$ cat src/hw/rtl/rrcc_pkg.sv
// Package for the RGB ratio color classifier: field widths, register indexes,
// channel tags and the class and color name codes.
// No dependencies; imported by every module of the block.
package rrcc_pkg;

   // Field widths.
   localparam int LEVEL_W    = 16;
   localparam int GAIN_W     = 8;
   localparam int LIMIT_W    = 8;
   localparam int SHARE_W    = 8;
   localparam int CLASS_W    = 3;
   localparam int NAME_W     = 4;
   localparam int CSR_IDX_W  = 3;
   localparam int CSR_DATA_W = 8;

   // Derived datapath widths.
   localparam int SUM_W      = LEVEL_W + 2;          // sum of three levels
   localparam int PROD_W     = LEVEL_W + GAIN_W;     // level times gain
   localparam int DIV_STAGES = SHARE_W;              // one quotient bit per stage
   localparam int TRIAL_W    = SUM_W + SHARE_W;      // room for the shifted divisor
   localparam int RATIO_W    = SHARE_W + LIMIT_W + 1; // (limit + 1) times divisor

   // Configuration register indexes.
   typedef enum logic [CSR_IDX_W-1:0] {
      REG_RED_GAIN    = 3'd0,
      REG_GREEN_GAIN  = 3'd1,
      REG_BLUE_GAIN   = 3'd2,
      REG_HIGH_LIMIT  = 3'd3,
      REG_MID_LIMIT   = 3'd4
   } csr_index_type;

   // Register values after reset.
   localparam logic [GAIN_W-1:0]  RED_GAIN_RST   = 8'd100;
   localparam logic [GAIN_W-1:0]  GREEN_GAIN_RST = 8'd150;
   localparam logic [GAIN_W-1:0]  BLUE_GAIN_RST  = 8'd165;
   localparam logic [LIMIT_W-1:0] HIGH_LIMIT_RST = 8'd6;
   localparam logic [LIMIT_W-1:0] MID_LIMIT_RST  = 8'd1;

   // Channel tags of the sorted shares.
   typedef enum logic [1:0] {
      TAG_RED   = 2'd0,
      TAG_GREEN = 2'd1,
      TAG_BLUE  = 2'd2
   } tag_type;

   // Sorter class codes.
   localparam logic [CLASS_W-1:0] CLS_REJECT = 3'd0;
   localparam logic [CLASS_W-1:0] CLS_RED    = 3'd1;
   localparam logic [CLASS_W-1:0] CLS_ORANGE = 3'd2;
   localparam logic [CLASS_W-1:0] CLS_YELLOW = 3'd3;
   localparam logic [CLASS_W-1:0] CLS_GREEN  = 3'd4;
   localparam logic [CLASS_W-1:0] CLS_VIOLET = 3'd5;

   // Color name codes.
   localparam logic [NAME_W-1:0] NAME_RED          = 4'd0;
   localparam logic [NAME_W-1:0] NAME_GREEN        = 4'd1;
   localparam logic [NAME_W-1:0] NAME_BLUE         = 4'd2;
   localparam logic [NAME_W-1:0] NAME_ORANGE       = 4'd3;
   localparam logic [NAME_W-1:0] NAME_MAGENTA      = 4'd4;
   localparam logic [NAME_W-1:0] NAME_YELLOW_GREEN = 4'd5;
   localparam logic [NAME_W-1:0] NAME_BLUE_GREEN   = 4'd6;
   localparam logic [NAME_W-1:0] NAME_INDIGO       = 4'd7;
   localparam logic [NAME_W-1:0] NAME_LIGHT_BLUE   = 4'd8;
   localparam logic [NAME_W-1:0] NAME_TEAL         = 4'd9;
   localparam logic [NAME_W-1:0] NAME_VIOLET       = 4'd10;
   localparam logic [NAME_W-1:0] NAME_YELLOW       = 4'd11;
   localparam logic [NAME_W-1:0] NAME_NO_LIGHT     = 4'd12;

endpackage

$ cat src/hw/rtl/rgb_ratio_color_classifier.sv
// RGB ratio color classifier: shares, sort, ratio test and color decision.
// Depends on rrcc_pkg and rrcc_divider (three instances, one per channel).
//
// One reading enters per clock cycle while the output side keeps taking
// transfers. An input register forms the channel sum and the three gain
// products, eight stages of restoring division give one share bit each, then a
// sort stage, a stage that multiplies the two ratio limits by the divisor, and
// the decision stage, which is also the output register. Each stage holds
// while its successor is full and stalled, so a stall at the output fills the
// pipeline bubbles before it reaches the input. A reading whose channels sum
// to zero comes out as a reject with the no-light name and the no-light flag
// set. Registers must only be written while idle; the block does not enforce it.
module rgb_ratio_color_classifier
   import rrcc_pkg::*;
(
   input  logic                  clock,
   input  logic                  reset,
   // Configuration writes.
   input  logic                  csr_we,
   input  logic [CSR_IDX_W-1:0]  csr_index,
   input  logic [CSR_DATA_W-1:0] csr_wdata,
   // Readings.
   input  logic                  req_tvalid,
   output logic                  req_tready,
   // [15:0] red_level, [31:16] green_level, [47:32] blue_level
   input  logic [47:0]           req_tdata,
   // Results.
   output logic                  rsp_tvalid,
   input  logic                  rsp_tready,
   // [2:0] class_code, [6:3] name_index, [14:7] red_share,
   // [22:15] green_share, [30:23] blue_share, [31] zero fill
   output logic [31:0]           rsp_tdata,
   // [0] no_light
   output logic [0:0]            rsp_tuser
);

   localparam int ST_IN    = 0;
   localparam int ST_SORT  = DIV_STAGES + 1;
   localparam int ST_MUL   = ST_SORT + 1;
   localparam int ST_OUT   = ST_MUL + 1;
   localparam int N_STAGES = ST_OUT + 1;

   // Configuration registers.
   logic [GAIN_W-1:0]  red_gain_ff, green_gain_ff, blue_gain_ff;
   logic [LIMIT_W-1:0] high_limit_ff, mid_limit_ff;

   always_ff @(posedge clock) begin
      if (reset) begin
         red_gain_ff   <= RED_GAIN_RST;
         green_gain_ff <= GREEN_GAIN_RST;
         blue_gain_ff  <= BLUE_GAIN_RST;
         high_limit_ff <= HIGH_LIMIT_RST;
         mid_limit_ff  <= MID_LIMIT_RST;
      end else if (csr_we) begin
         case (csr_index)
            REG_RED_GAIN:   red_gain_ff   <= csr_wdata;
            REG_GREEN_GAIN: green_gain_ff <= csr_wdata;
            REG_BLUE_GAIN:  blue_gain_ff  <= csr_wdata;
            REG_HIGH_LIMIT: high_limit_ff <= csr_wdata;
            REG_MID_LIMIT:  mid_limit_ff  <= csr_wdata;
            default: ;
         endcase
      end
   end

   // Stage handshake: a stage loads when it is empty or its successor loads.
   logic [N_STAGES-1:0] valid_ff, valid_in;
   logic [N_STAGES:0]   stage_ready;

   always_comb begin
      stage_ready[N_STAGES] = rsp_tready;
      for (int k = N_STAGES - 1; k >= 0; k--) begin
         stage_ready[k] = !valid_ff[k] || stage_ready[k+1];
      end
   end

   assign valid_in   = {valid_ff[N_STAGES-2:0], req_tvalid};
   assign req_tready = stage_ready[ST_IN];

   always_ff @(posedge clock) begin
      if (reset) begin
         valid_ff <= '0;
      end else begin
         for (int k = 0; k < N_STAGES; k++) begin
            if (stage_ready[k]) begin
               valid_ff[k] <= valid_in[k];
            end
         end
      end
   end

   // Input stage: channel sum and gain products.
   logic [LEVEL_W-1:0] red_level, green_level, blue_level;
   logic [SUM_W-1:0]   sum_ff;
   logic [PROD_W-1:0]  red_prod_ff, green_prod_ff, blue_prod_ff;
   logic               nl_ff [DIV_STAGES+1];

   assign red_level   = req_tdata[15:0];
   assign green_level = req_tdata[31:16];
   assign blue_level  = req_tdata[47:32];

   always_ff @(posedge clock) begin
      if (stage_ready[ST_IN]) begin
         sum_ff        <= SUM_W'(red_level) + SUM_W'(green_level) + SUM_W'(blue_level);
         red_prod_ff   <= PROD_W'(red_level) * PROD_W'(red_gain_ff);
         green_prod_ff <= PROD_W'(green_level) * PROD_W'(green_gain_ff);
         blue_prod_ff  <= PROD_W'(blue_level) * PROD_W'(blue_gain_ff);
         nl_ff[0]      <= (red_level == '0) && (green_level == '0) && (blue_level == '0);
      end
   end

   // The no-light flag rides alongside the divider stages.
   for (genvar j = 1; j <= DIV_STAGES; j++) begin : g_nl
      always_ff @(posedge clock) begin
         if (stage_ready[j]) begin
            nl_ff[j] <= nl_ff[j-1];
         end
      end
   end

   // Share division, one pipeline per channel.
   logic [DIV_STAGES-1:0] div_en;
   logic [SHARE_W-1:0]    red_q, green_q, blue_q;

   assign div_en = stage_ready[DIV_STAGES:1];

   rrcc_divider u_div_red (
      .clock    (clock),
      .stage_en (div_en),
      .dividend (red_prod_ff),
      .divisor  (sum_ff),
      .quotient (red_q)
   );

   rrcc_divider u_div_green (
      .clock    (clock),
      .stage_en (div_en),
      .dividend (green_prod_ff),
      .divisor  (sum_ff),
      .quotient (green_q)
   );

   rrcc_divider u_div_blue (
      .clock    (clock),
      .stage_en (div_en),
      .dividend (blue_prod_ff),
      .divisor  (sum_ff),
      .quotient (blue_q)
   );

   // Sort stage: order the shares, tag the extremes, form spread and divisor.
   logic [SHARE_W-1:0] lo_v, mid_v, hi_v, swap_v;
   logic [SHARE_W-1:0] spread_in, den_in;
   tag_type            tmin_in, tmax_in;

   logic [SHARE_W-1:0] rs_s_ff, gs_s_ff, bs_s_ff, spread_s_ff, den_s_ff;
   tag_type            tmin_s_ff, tmax_s_ff;
   logic               nl_s_ff;

   always_comb begin
      swap_v = '0;
      lo_v   = red_q;
      mid_v  = green_q;
      hi_v   = blue_q;
      if (lo_v > mid_v) begin
         swap_v = lo_v;
         lo_v   = mid_v;
         mid_v  = swap_v;
      end
      if (mid_v > hi_v) begin
         swap_v = mid_v;
         mid_v  = hi_v;
         hi_v   = swap_v;
      end
      if (lo_v > mid_v) begin
         swap_v = lo_v;
         lo_v   = mid_v;
         mid_v  = swap_v;
      end

      // On a tie the first of red, green, blue takes the position.
      if (lo_v == red_q) begin
         tmin_in = TAG_RED;
      end else if (lo_v == green_q) begin
         tmin_in = TAG_GREEN;
      end else begin
         tmin_in = TAG_BLUE;
      end
      if (hi_v == red_q) begin
         tmax_in = TAG_RED;
      end else if (hi_v == green_q) begin
         tmax_in = TAG_GREEN;
      end else begin
         tmax_in = TAG_BLUE;
      end

      spread_in = hi_v - lo_v;
      den_in    = (mid_v == lo_v) ? SHARE_W'(1) : mid_v - lo_v;
   end

   always_ff @(posedge clock) begin
      if (stage_ready[ST_SORT]) begin
         rs_s_ff     <= red_q;
         gs_s_ff     <= green_q;
         bs_s_ff     <= blue_q;
         spread_s_ff <= spread_in;
         den_s_ff    <= den_in;
         tmin_s_ff   <= tmin_in;
         tmax_s_ff   <= tmax_in;
         nl_s_ff     <= nl_ff[DIV_STAGES];
      end
   end

   // Limit stage: floor(spread / den) > limit exactly when spread >= (limit + 1) * den.
   logic [RATIO_W-1:0] high_bound_ff, mid_bound_ff;
   logic [SHARE_W-1:0] rs_m_ff, gs_m_ff, bs_m_ff, spread_m_ff;
   tag_type            tmin_m_ff, tmax_m_ff;
   logic               nl_m_ff;

   always_ff @(posedge clock) begin
      if (stage_ready[ST_MUL]) begin
         high_bound_ff <= (RATIO_W'(high_limit_ff) + RATIO_W'(1)) * RATIO_W'(den_s_ff);
         mid_bound_ff  <= (RATIO_W'(mid_limit_ff) + RATIO_W'(1)) * RATIO_W'(den_s_ff);
         rs_m_ff       <= rs_s_ff;
         gs_m_ff       <= gs_s_ff;
         bs_m_ff       <= bs_s_ff;
         spread_m_ff   <= spread_s_ff;
         tmin_m_ff     <= tmin_s_ff;
         tmax_m_ff     <= tmax_s_ff;
         nl_m_ff       <= nl_s_ff;
      end
   end

   // Decision stage: pick class and color name from the ratio and the tags.
   logic               above_high, above_mid;
   logic [CLASS_W-1:0] class_in;
   logic [NAME_W-1:0]  name_in;

   assign above_high = RATIO_W'(spread_m_ff) >= high_bound_ff;
   assign above_mid  = RATIO_W'(spread_m_ff) >= mid_bound_ff;

   always_comb begin
      class_in = CLS_REJECT;
      name_in  = NAME_NO_LIGHT;
      if (above_high) begin
         case (tmax_m_ff)
            TAG_RED: begin
               class_in = CLS_RED;
               name_in  = NAME_RED;
            end
            TAG_GREEN: begin
               class_in = CLS_GREEN;
               name_in  = NAME_GREEN;
            end
            default: begin
               class_in = CLS_REJECT;
               name_in  = NAME_BLUE;
            end
         endcase
      end else if (above_mid) begin
         case (tmax_m_ff)
            TAG_RED: begin
               class_in = (tmin_m_ff == TAG_BLUE) ? CLS_ORANGE : CLS_REJECT;
               name_in  = (tmin_m_ff == TAG_BLUE) ? NAME_ORANGE : NAME_MAGENTA;
            end
            TAG_GREEN: begin
               class_in = CLS_REJECT;
               name_in  = (tmin_m_ff == TAG_BLUE) ? NAME_YELLOW_GREEN : NAME_BLUE_GREEN;
            end
            default: begin
               class_in = CLS_REJECT;
               name_in  = (tmin_m_ff == TAG_GREEN) ? NAME_INDIGO : NAME_LIGHT_BLUE;
            end
         endcase
      end else begin
         case (tmin_m_ff)
            TAG_RED: begin
               class_in = CLS_VIOLET;
               name_in  = NAME_TEAL;
            end
            TAG_GREEN: begin
               class_in = CLS_VIOLET;
               name_in  = NAME_VIOLET;
            end
            default: begin
               class_in = CLS_YELLOW;
               name_in  = NAME_YELLOW;
            end
         endcase
      end

      // A zero channel sum overrides everything.
      if (nl_m_ff) begin
         class_in = CLS_REJECT;
         name_in  = NAME_NO_LIGHT;
      end
   end

   // Output register.
   logic [CLASS_W-1:0] class_ff;
   logic [NAME_W-1:0]  name_ff;
   logic [SHARE_W-1:0] rs_o_ff, gs_o_ff, bs_o_ff;
   logic               nl_o_ff;

   always_ff @(posedge clock) begin
      if (stage_ready[ST_OUT]) begin
         class_ff <= class_in;
         name_ff  <= name_in;
         rs_o_ff  <= nl_m_ff ? '0 : rs_m_ff;
         gs_o_ff  <= nl_m_ff ? '0 : gs_m_ff;
         bs_o_ff  <= nl_m_ff ? '0 : bs_m_ff;
         nl_o_ff  <= nl_m_ff;
      end
   end

   assign rsp_tvalid = valid_ff[ST_OUT];
   assign rsp_tdata  = {1'b0, bs_o_ff, gs_o_ff, rs_o_ff, name_ff, class_ff};
   assign rsp_tuser  = nl_o_ff;

endmodule

$ cat src/hw/rtl/rrcc_divider.sv
// Pipelined restoring divider for one channel share: one quotient bit per stage.
// Depends on rrcc_pkg; each stage loads when its enable from the top level is high.
module rrcc_divider
   import rrcc_pkg::*;
(
   input  logic                  clock,
   input  logic [DIV_STAGES-1:0] stage_en,
   input  logic [PROD_W-1:0]     dividend,
   input  logic [SUM_W-1:0]      divisor,
   output logic [SHARE_W-1:0]    quotient
);

   logic [PROD_W-1:0]  rem_ff [DIV_STAGES];
   logic [SUM_W-1:0]   dvs_ff [DIV_STAGES];
   logic [SHARE_W-1:0] quo_ff [DIV_STAGES];

   for (genvar j = 0; j < DIV_STAGES; j++) begin : g_step
      localparam int K = DIV_STAGES - 1 - j;

      logic [PROD_W-1:0]  rem_prev;
      logic [SUM_W-1:0]   dvs_prev;
      logic [SHARE_W-1:0] quo_prev;
      logic [TRIAL_W-1:0] shifted;
      logic [PROD_W-1:0]  rem_in;
      logic [SHARE_W-1:0] quo_in;

      // The first step takes the operands, later steps the previous stage.
      if (j == 0) begin : g_first
         assign rem_prev = dividend;
         assign dvs_prev = divisor;
         assign quo_prev = '0;
      end else begin : g_next
         assign rem_prev = rem_ff[j-1];
         assign dvs_prev = dvs_ff[j-1];
         assign quo_prev = quo_ff[j-1];
      end

      // Subtract the divisor aligned to this quotient bit when it fits.
      always_comb begin
         shifted = TRIAL_W'(dvs_prev) << K;
         rem_in  = rem_prev;
         quo_in  = quo_prev;
         if (TRIAL_W'(rem_prev) >= shifted) begin
            rem_in    = PROD_W'(TRIAL_W'(rem_prev) - shifted);
            quo_in[K] = 1'b1;
         end
      end

      always_ff @(posedge clock) begin
         if (stage_en[j]) begin
            rem_ff[j] <= rem_in;
            dvs_ff[j] <= dvs_prev;
            quo_ff[j] <= quo_in;
         end
      end
   end

   assign quotient = quo_ff[DIV_STAGES-1];

endmodule
$ cat config.mk
export PLATFORM = sky130hd
export DESIGN_NAME = rgb_ratio_color_classifier
export DESIGN_NICKNAME = d
export VERILOG_FILES = /design/src/hw/rtl/rrcc_pkg.sv /design/src/hw/rtl/rgb_ratio_color_classifier.sv /design/src/hw/rtl/rrcc_divider.sv
export SDC_FILE = /design/constraint.sdc
export NUM_CORES = 2
export LEC_CHECK = 0
export ABC_AREA = 1
export ABC_CLOCK_PERIOD_IN_PS = 8700
export BUFFER_PORTS_ARGS = -buffer_cell sky130_fd_sc_hd__buf_2
export CAP_MARGIN = 20
export CORE_MARGIN = 10
export CORE_UTILIZATION = 55
export CTS_CLUSTER_DIAMETER = 150
export DETAILED_ROUTE_END_ITERATION = 7
export PLACE_DENSITY = 0.72
export SYNTH_ARGS = -nofsm -noshare
export SYNTH_HDL_FRONTEND = slang
export SYNTH_SLANG_ARGS = --single-unit
$ cat constraint.sdc
create_clock -name clock -period 8.7 [get_ports clock]
set_input_delay 0 -clock clock [delete_from_list [all_inputs] [get_ports clock]]
set_output_delay 0 -clock clock [all_outputs]
set_load 0.005 [all_outputs]
* Word level (Yosys, flattened, before mapping) *
Memories as Yosys holds them, arrays and structs flattened. A register that Yosys moved wholly into a read port is not among the register bits.
Cells that the tools add are included.

operators by class
  add/subtract/negate cells = 30
  multiply operators = 5
  $lt $le $gt $ge = 29
  equal/unequal tests = 12
  multiplexer cells = 88
  reductions and logical operators = 38

operators with widths
  kind                                                            number
  24-bit 2-to-1 mux                                               24
  24-bit subtractor                                               6
  24-bit by 25-bit greater-or-equal comparator with 1-bit output  3
  24-bit by 18-bit greater-or-equal comparator with 1-bit output  3
  24-bit by 19-bit greater-or-equal comparator with 1-bit output  3
  24-bit by 20-bit greater-or-equal comparator with 1-bit output  3
  24-bit by 21-bit greater-or-equal comparator with 1-bit output  3
  24-bit by 22-bit greater-or-equal comparator with 1-bit output  3
  24-bit by 23-bit greater-or-equal comparator with 1-bit output  3
  24-bit greater-or-equal comparator                              3
  16-bit by 8-bit multiplier with 24-bit output                   3
  24-bit by 18-bit subtractor with 24-bit output                  3
  24-bit by 19-bit subtractor with 24-bit output                  3
  24-bit by 20-bit subtractor with 24-bit output                  3
  24-bit by 21-bit subtractor with 24-bit output                  3
  24-bit by 22-bit subtractor with 24-bit output                  3
  24-bit by 23-bit subtractor with 24-bit output                  3
  16-bit zero test                                                3
  8-bit 2-to-1 mux                                                6
  1-bit 2-to-1 mux                                                42
  8-bit equality test                                             5
  8-bit by 17-bit greater-or-equal comparator with 1-bit output   2
  9-bit by 8-bit multiplier with 17-bit output                    2
  8-bit > comparator                                              3
  22 further kinds                                                64

storage, ports and cells
  flip-flop bits (word level) = 289
  bits in writable memories = 1,209
  output and inout port bits = 35
  word-level logic and storage cells = 255
  memories kept = 10

memory list
  memory              words  width  rd ports  clocked after memory_dff  write ports  line                text
  u_div_blue.rem_ff   8      24     7         0                         8            rrcc_divider.sv:13  logic [PROD_W-1:0] rem_ff [DIV_STAGES];
  u_div_green.rem_ff  8      24     7         0                         8            rrcc_divider.sv:13
  u_div_red.rem_ff    8      24     7         0                         8            rrcc_divider.sv:13
  u_div_blue.dvs_ff   8      18     7         0                         8            rrcc_divider.sv:14  logic [SUM_W-1:0] dvs_ff [DIV_STAGES];
  u_div_green.dvs_ff  8      18     7         0                         8            rrcc_divider.sv:14
  u_div_red.dvs_ff    8      18     7         0                         8            rrcc_divider.sv:14
  4 more memories     -      -      -         -                         -            -

* Logic depth before layout (Yosys ltp) *
  depth in word-level cells = 15
  depth in mapped cells = 48
  mapped depth without buffers = 46

* Cells and area by module *
A second synthesis with hierarchy kept.

unflattened totals
  cell total of the unflattened synthesis = 11,668
  area total of the unflattened synthesis = 95,301.4 µm²

modules (own cells, without submodules)
  module                         times used  cells an instance  area an instance (µm²)  sequential area each (µm²)
  rrcc_divider (u_div_blue ...)  2           2,711              21,618.2                9,909.5
  rgb_ratio_color_classifier     1           3,544              30,549.3                8,458.1
  rrcc_divider (u_div_red)       1           2,702              21,515.6                9,909.5

* Worst setup path before layout *
Ideal clock, no wire load.

  path kind = register to register
  from = reg valid_ff[11]
  to = mem nl_ff[1] (enable)
  arrival = 8.744 ns
  required time = 8.252 ns
  setup slack = -0.492 ns
  cell stages (with the launch flop) = 18
  clock period less this slack = 9.192 ns
  cell sequence = dfxtp_1 > inv_1 > nor2_1 > inv_2 > nor2_2 > inv_2 > nor2_1 > inv_2 > nor2_2 > inv_2 > nor2_4 > nand2_2 > nor2_4 > nand2_2 > nor2_4 > nand2_2 > nor2_4 > inv_1

RTL lines
  what                             line                              text
  start, declared                  rgb_ratio_color_classifier.sv:67  logic [N_STAGES-1:0] valid_ff, valid_in;
  start signal, assigned by index  rgb_ratio_color_classifier.sv:86  valid_ff[k] <= valid_in[k];
  end, declared                    rgb_ratio_color_classifier.sv:96  logic nl_ff [DIV_STAGES+1];

==> flow_summary.toml <==
[timing]
holdWs_ns = 0.06465
grt_setup_unrepaired = "no"
setup_violations = 0
fin_worst_skew_ns = 0.03392
hold_viol_final = 0
timing.fmax_mhz = 152.7
share_of_the_clock_period_used_by_the_worst_path = 0.7528
final.min_clock_period_ns = 6.549
timing.setup.tns_ns = 0
slew_headroom = 0.1592
final_max_slew_viol_count = 0
worst-slew-pin-transition_ns = 1.248

[logic_synthesis]
mappedNetlistNets = 9526
postSynthRegisterBits = 1037
synth_largest_area_cell = "sky130_fd_sc_hd__edfxtp_1"
avgSynthCellArea_sq_um = 9.144
synth_cells = 8390
ys_top_cells_by_count = "sky130_fd_sc_hd__nand2_1, sky130_fd_sc_hd__inv_1, sky130_fd_sc_hd__edfxtp_1"
synth_cell_type_count = 75
synth_warnings = 0
asyncSetResetFlopFracSynth = 0
synth.most_common_cell = "sky130_fd_sc_hd__nand2_1"
synth_area_sq_um = 76720
synth.area.top_cells = "sky130_fd_sc_hd__edfxtp_1, sky130_fd_sc_hd__ha_1, sky130_fd_sc_hd__fa_1"
postSynth.topFlopCell = "sky130_fd_sc_hd__edfxtp_1"
yosys.area.top_type_share = 0.3856
synth-seq-area-share = 0.3991
synth-edff-count = 985

[cells_and_area]
fraction_of_layout_instances_using_a_drive_strength_above_1 = 0.05090
area_growth_syn_to_layout_pct = 8.181
nNetsFinal = 9595
post_layout_nonfiller_instances = 10410

[route]
detail_route.wl_per_cell_um = 19.59
drt_drc_violations_left = 0
vias_per_cell = 5.605
drtIter0Drc = 4914
antenna_violating_nets_post_route = 0
dr_total_vias = 58350
drt_pass_1_iters = 8
routed_wirelength_um = 203900

[grt]
vias_in_the_first_global_route = 56860
largest_net_degree_at_the_start_of_global_routing = 95
grt_pass1_wl_um = 316000
gr-total-overflow = 0
antenna_violations_before_repair = 9
global_route.usage.total = 0.2563

[worst_setup_path]
worst_ep_arrival_time_ns = 7.01
worstReg2RegStart = "u_div_green.quo_ff[1][30]$_DFFE_PP_"
rrSetupSlack_ns = 2.15
timing.critical_path.from = "u_div_green.quo_ff[1][30]$_DFFE_PP_"
timing.critical_path.required_ns = 9.16
path_class = "reg2reg"
worst_path_most_repeated_cell = "sky130_fd_sc_hd__nand2_1"
timing.critical_path.from_type = "flip-flop"
kind_of_capture_point_of_the_worst_setup_path = "flip-flop"
critical-path-max-stage-delay_ns = 0.52
critical_path.max_fanout = 26
crit_path_top_delay_cell = "sky130_fd_sc_hd__edfxtp_1"

[clock_tree]
cts-root-to-sink-buffers = 3
ctsResizeCount = 0
cts_buf_count = 109
clock_insertion_delay_worst_skew_ns = 0.73
clock_tree.htree_level_count = 3
clkTransAtPathRegs_ns = 0.06
clock_tree.root_cell = "sky130_fd_sc_hd__clkbuf_16"
cts_tree = "done"
cts_setup_buffers = 0
cts.sink_count = 1037

[die]
dieArea_sq_um = 154800
die_width_um = 393.5
initial_utilization = 0.5559
area_of_the_placeable_core_sq_um = 138000
design.portCount = 99
floorplan.rows = 136
floorplan.die.height_um = 393.5

[job]
cap_violations = 0

[status]
run_status = "finished clean"

[place]
place_hpwl_um = 161600
count_of_input_and_output_buffers = 97
gpl.final_weighted_congestion = 0.9726
place_inst = 10170

[worst_hold_path]
hold_start = "req_tdata[47]"
hp-class = "in2reg"
[worst max-delay path, delay by kind of cell, from the launching register on]
kind / cells / cell delay, ns
buffers and inverters: 11 / 1.09
adder cells (fa/ha/maj): 5 / 1.27
flip-flops: 1 / 0.52
AO/OA/AOI/OAI: 1 / 0.52
AND/OR/NAND/NOR: 24 / 2.87
[sequential cells by signal, indices dropped and copies added, names as in the netlist, 36 cells and up]
register and cells:
u_div_red.rem_ff 168, u_div_blue.rem_ff 168, u_div_green.rem_ff 168, u_div_red.dvs_ff 54, u_div_red.quo_ff 36, u_div_blue.quo_ff 36
u_div_blue.dvs_ff 54, u_div_green.quo_ff 36
[worst paths after layout]
check	endpoint	cells past startpoint
worst max-delay path	spread_s_ff[4]$_DFFE_PP_	41
worst min register to register	nl_ff[8]$_DFFE_PP_	0
worst min-delay path	sum_ff[16]$_DFFE_PP_	3
worst max register to register	spread_s_ff[4]$_DFFE_PP_	41
[layout by cell type (no fill, tap or decap), types with 17 or more instances in the layout]
master,n
sky130_fd_sc_hd__a21o_1,38
sky130_fd_sc_hd__a21oi_1,625
sky130_fd_sc_hd__a31oi_1,44
sky130_fd_sc_hd__buf_2,97
sky130_fd_sc_hd__buf_4,18
sky130_fd_sc_hd__bufinv_16,17
sky130_fd_sc_hd__clkbuf_1,17
sky130_fd_sc_hd__clkbuf_16,111
sky130_fd_sc_hd__dfxtp_1,52
sky130_fd_sc_hd__dlygate4sd3_1,36
sky130_fd_sc_hd__edfxtp_1,985
sky130_fd_sc_hd__fa_1,374
sky130_fd_sc_hd__ha_1,698
sky130_fd_sc_hd__inv_1,1239
sky130_fd_sc_hd__inv_2,26
sky130_fd_sc_hd__nand2_1,1728
sky130_fd_sc_hd__nand2_2,31
sky130_fd_sc_hd__nand3_1,228
sky130_fd_sc_hd__nand4_1,84
sky130_fd_sc_hd__nor2_1,548
sky130_fd_sc_hd__nor3_1,84
sky130_fd_sc_hd__nor4_1,68
sky130_fd_sc_hd__o211ai_1,26
sky130_fd_sc_hd__o21a_1,19
sky130_fd_sc_hd__o21ai_0,520
sky130_fd_sc_hd__o21ai_1,83
sky130_fd_sc_hd__o21bai_1,21
sky130_fd_sc_hd__xnor2_1,223
sky130_fd_sc_hd__xor2_1,243
[metrics by stage]
stage | setup WS, ns | cell area (sq um) | utilization
floorplan | 0.1692 | 76720 | -
global placement | 2.215 | 78830 | 0.5712
detailed placement | 2.165 | 78840 | 0.5713
CTS | 2.136 | 82940 | 0.6010
global route | 1.516 | 82990 | 0.6014
finish | 2.151 | 82990 | 0.6014
[metal layers]
layer | GRT usage | vias to the layer above | part of all wire
li1 | - | 28220 | -
met1 | 0.3421 | 27740 | 0.43
met2 | 0.4142 | 1938 | 0.46
met3 | 0.03892 | 458 | 0.064
met4 | 0.1126 | 8 | 0.046
met5 | 0 | - | 0.00026
[repair_timing]
item	CTS	global route
setup endpoints to repair	0	0
hold endpoints to repair	59	0
hold buffers	36	0
[logic make-up after synthesis]
logic type / after synthesis / share of synthesized area
multiplexers: 2 / 0.0002935
buffers and inverters: 1467 / 0.07369
AO/OA/AOI/OAI: 1489 / 0.1065
XOR/XNOR: 467 / 0.05341
other: 1 / 0.00004888
AND/OR/NAND/NOR: 2855 / 0.1555
adder cells (fa/ha/maj): 1072 / 0.2114
flip-flops: 1037 / 0.3991
[layout make-up]
| type | count | area (sq um) |
|---|---|---|
| well taps | 1863 | 2331 |
| multi-input cells | 5886 | 40470 |
| diodes | 2 | 5.005 |
| clock inverters | 70 | 900.9 |
| flip-flops and latches | 1037 | 30620 |
| clock buffers | 128 | 2841 |
| fillers | 11710 | 55010 |
| inverters | 1271 | 4786 |
| repair buffers | 154 | 1039 |
Power is left out: the tool's default activity adds up to more than one toggle a clock period on the data nets, which glitch-free logic cannot reach.
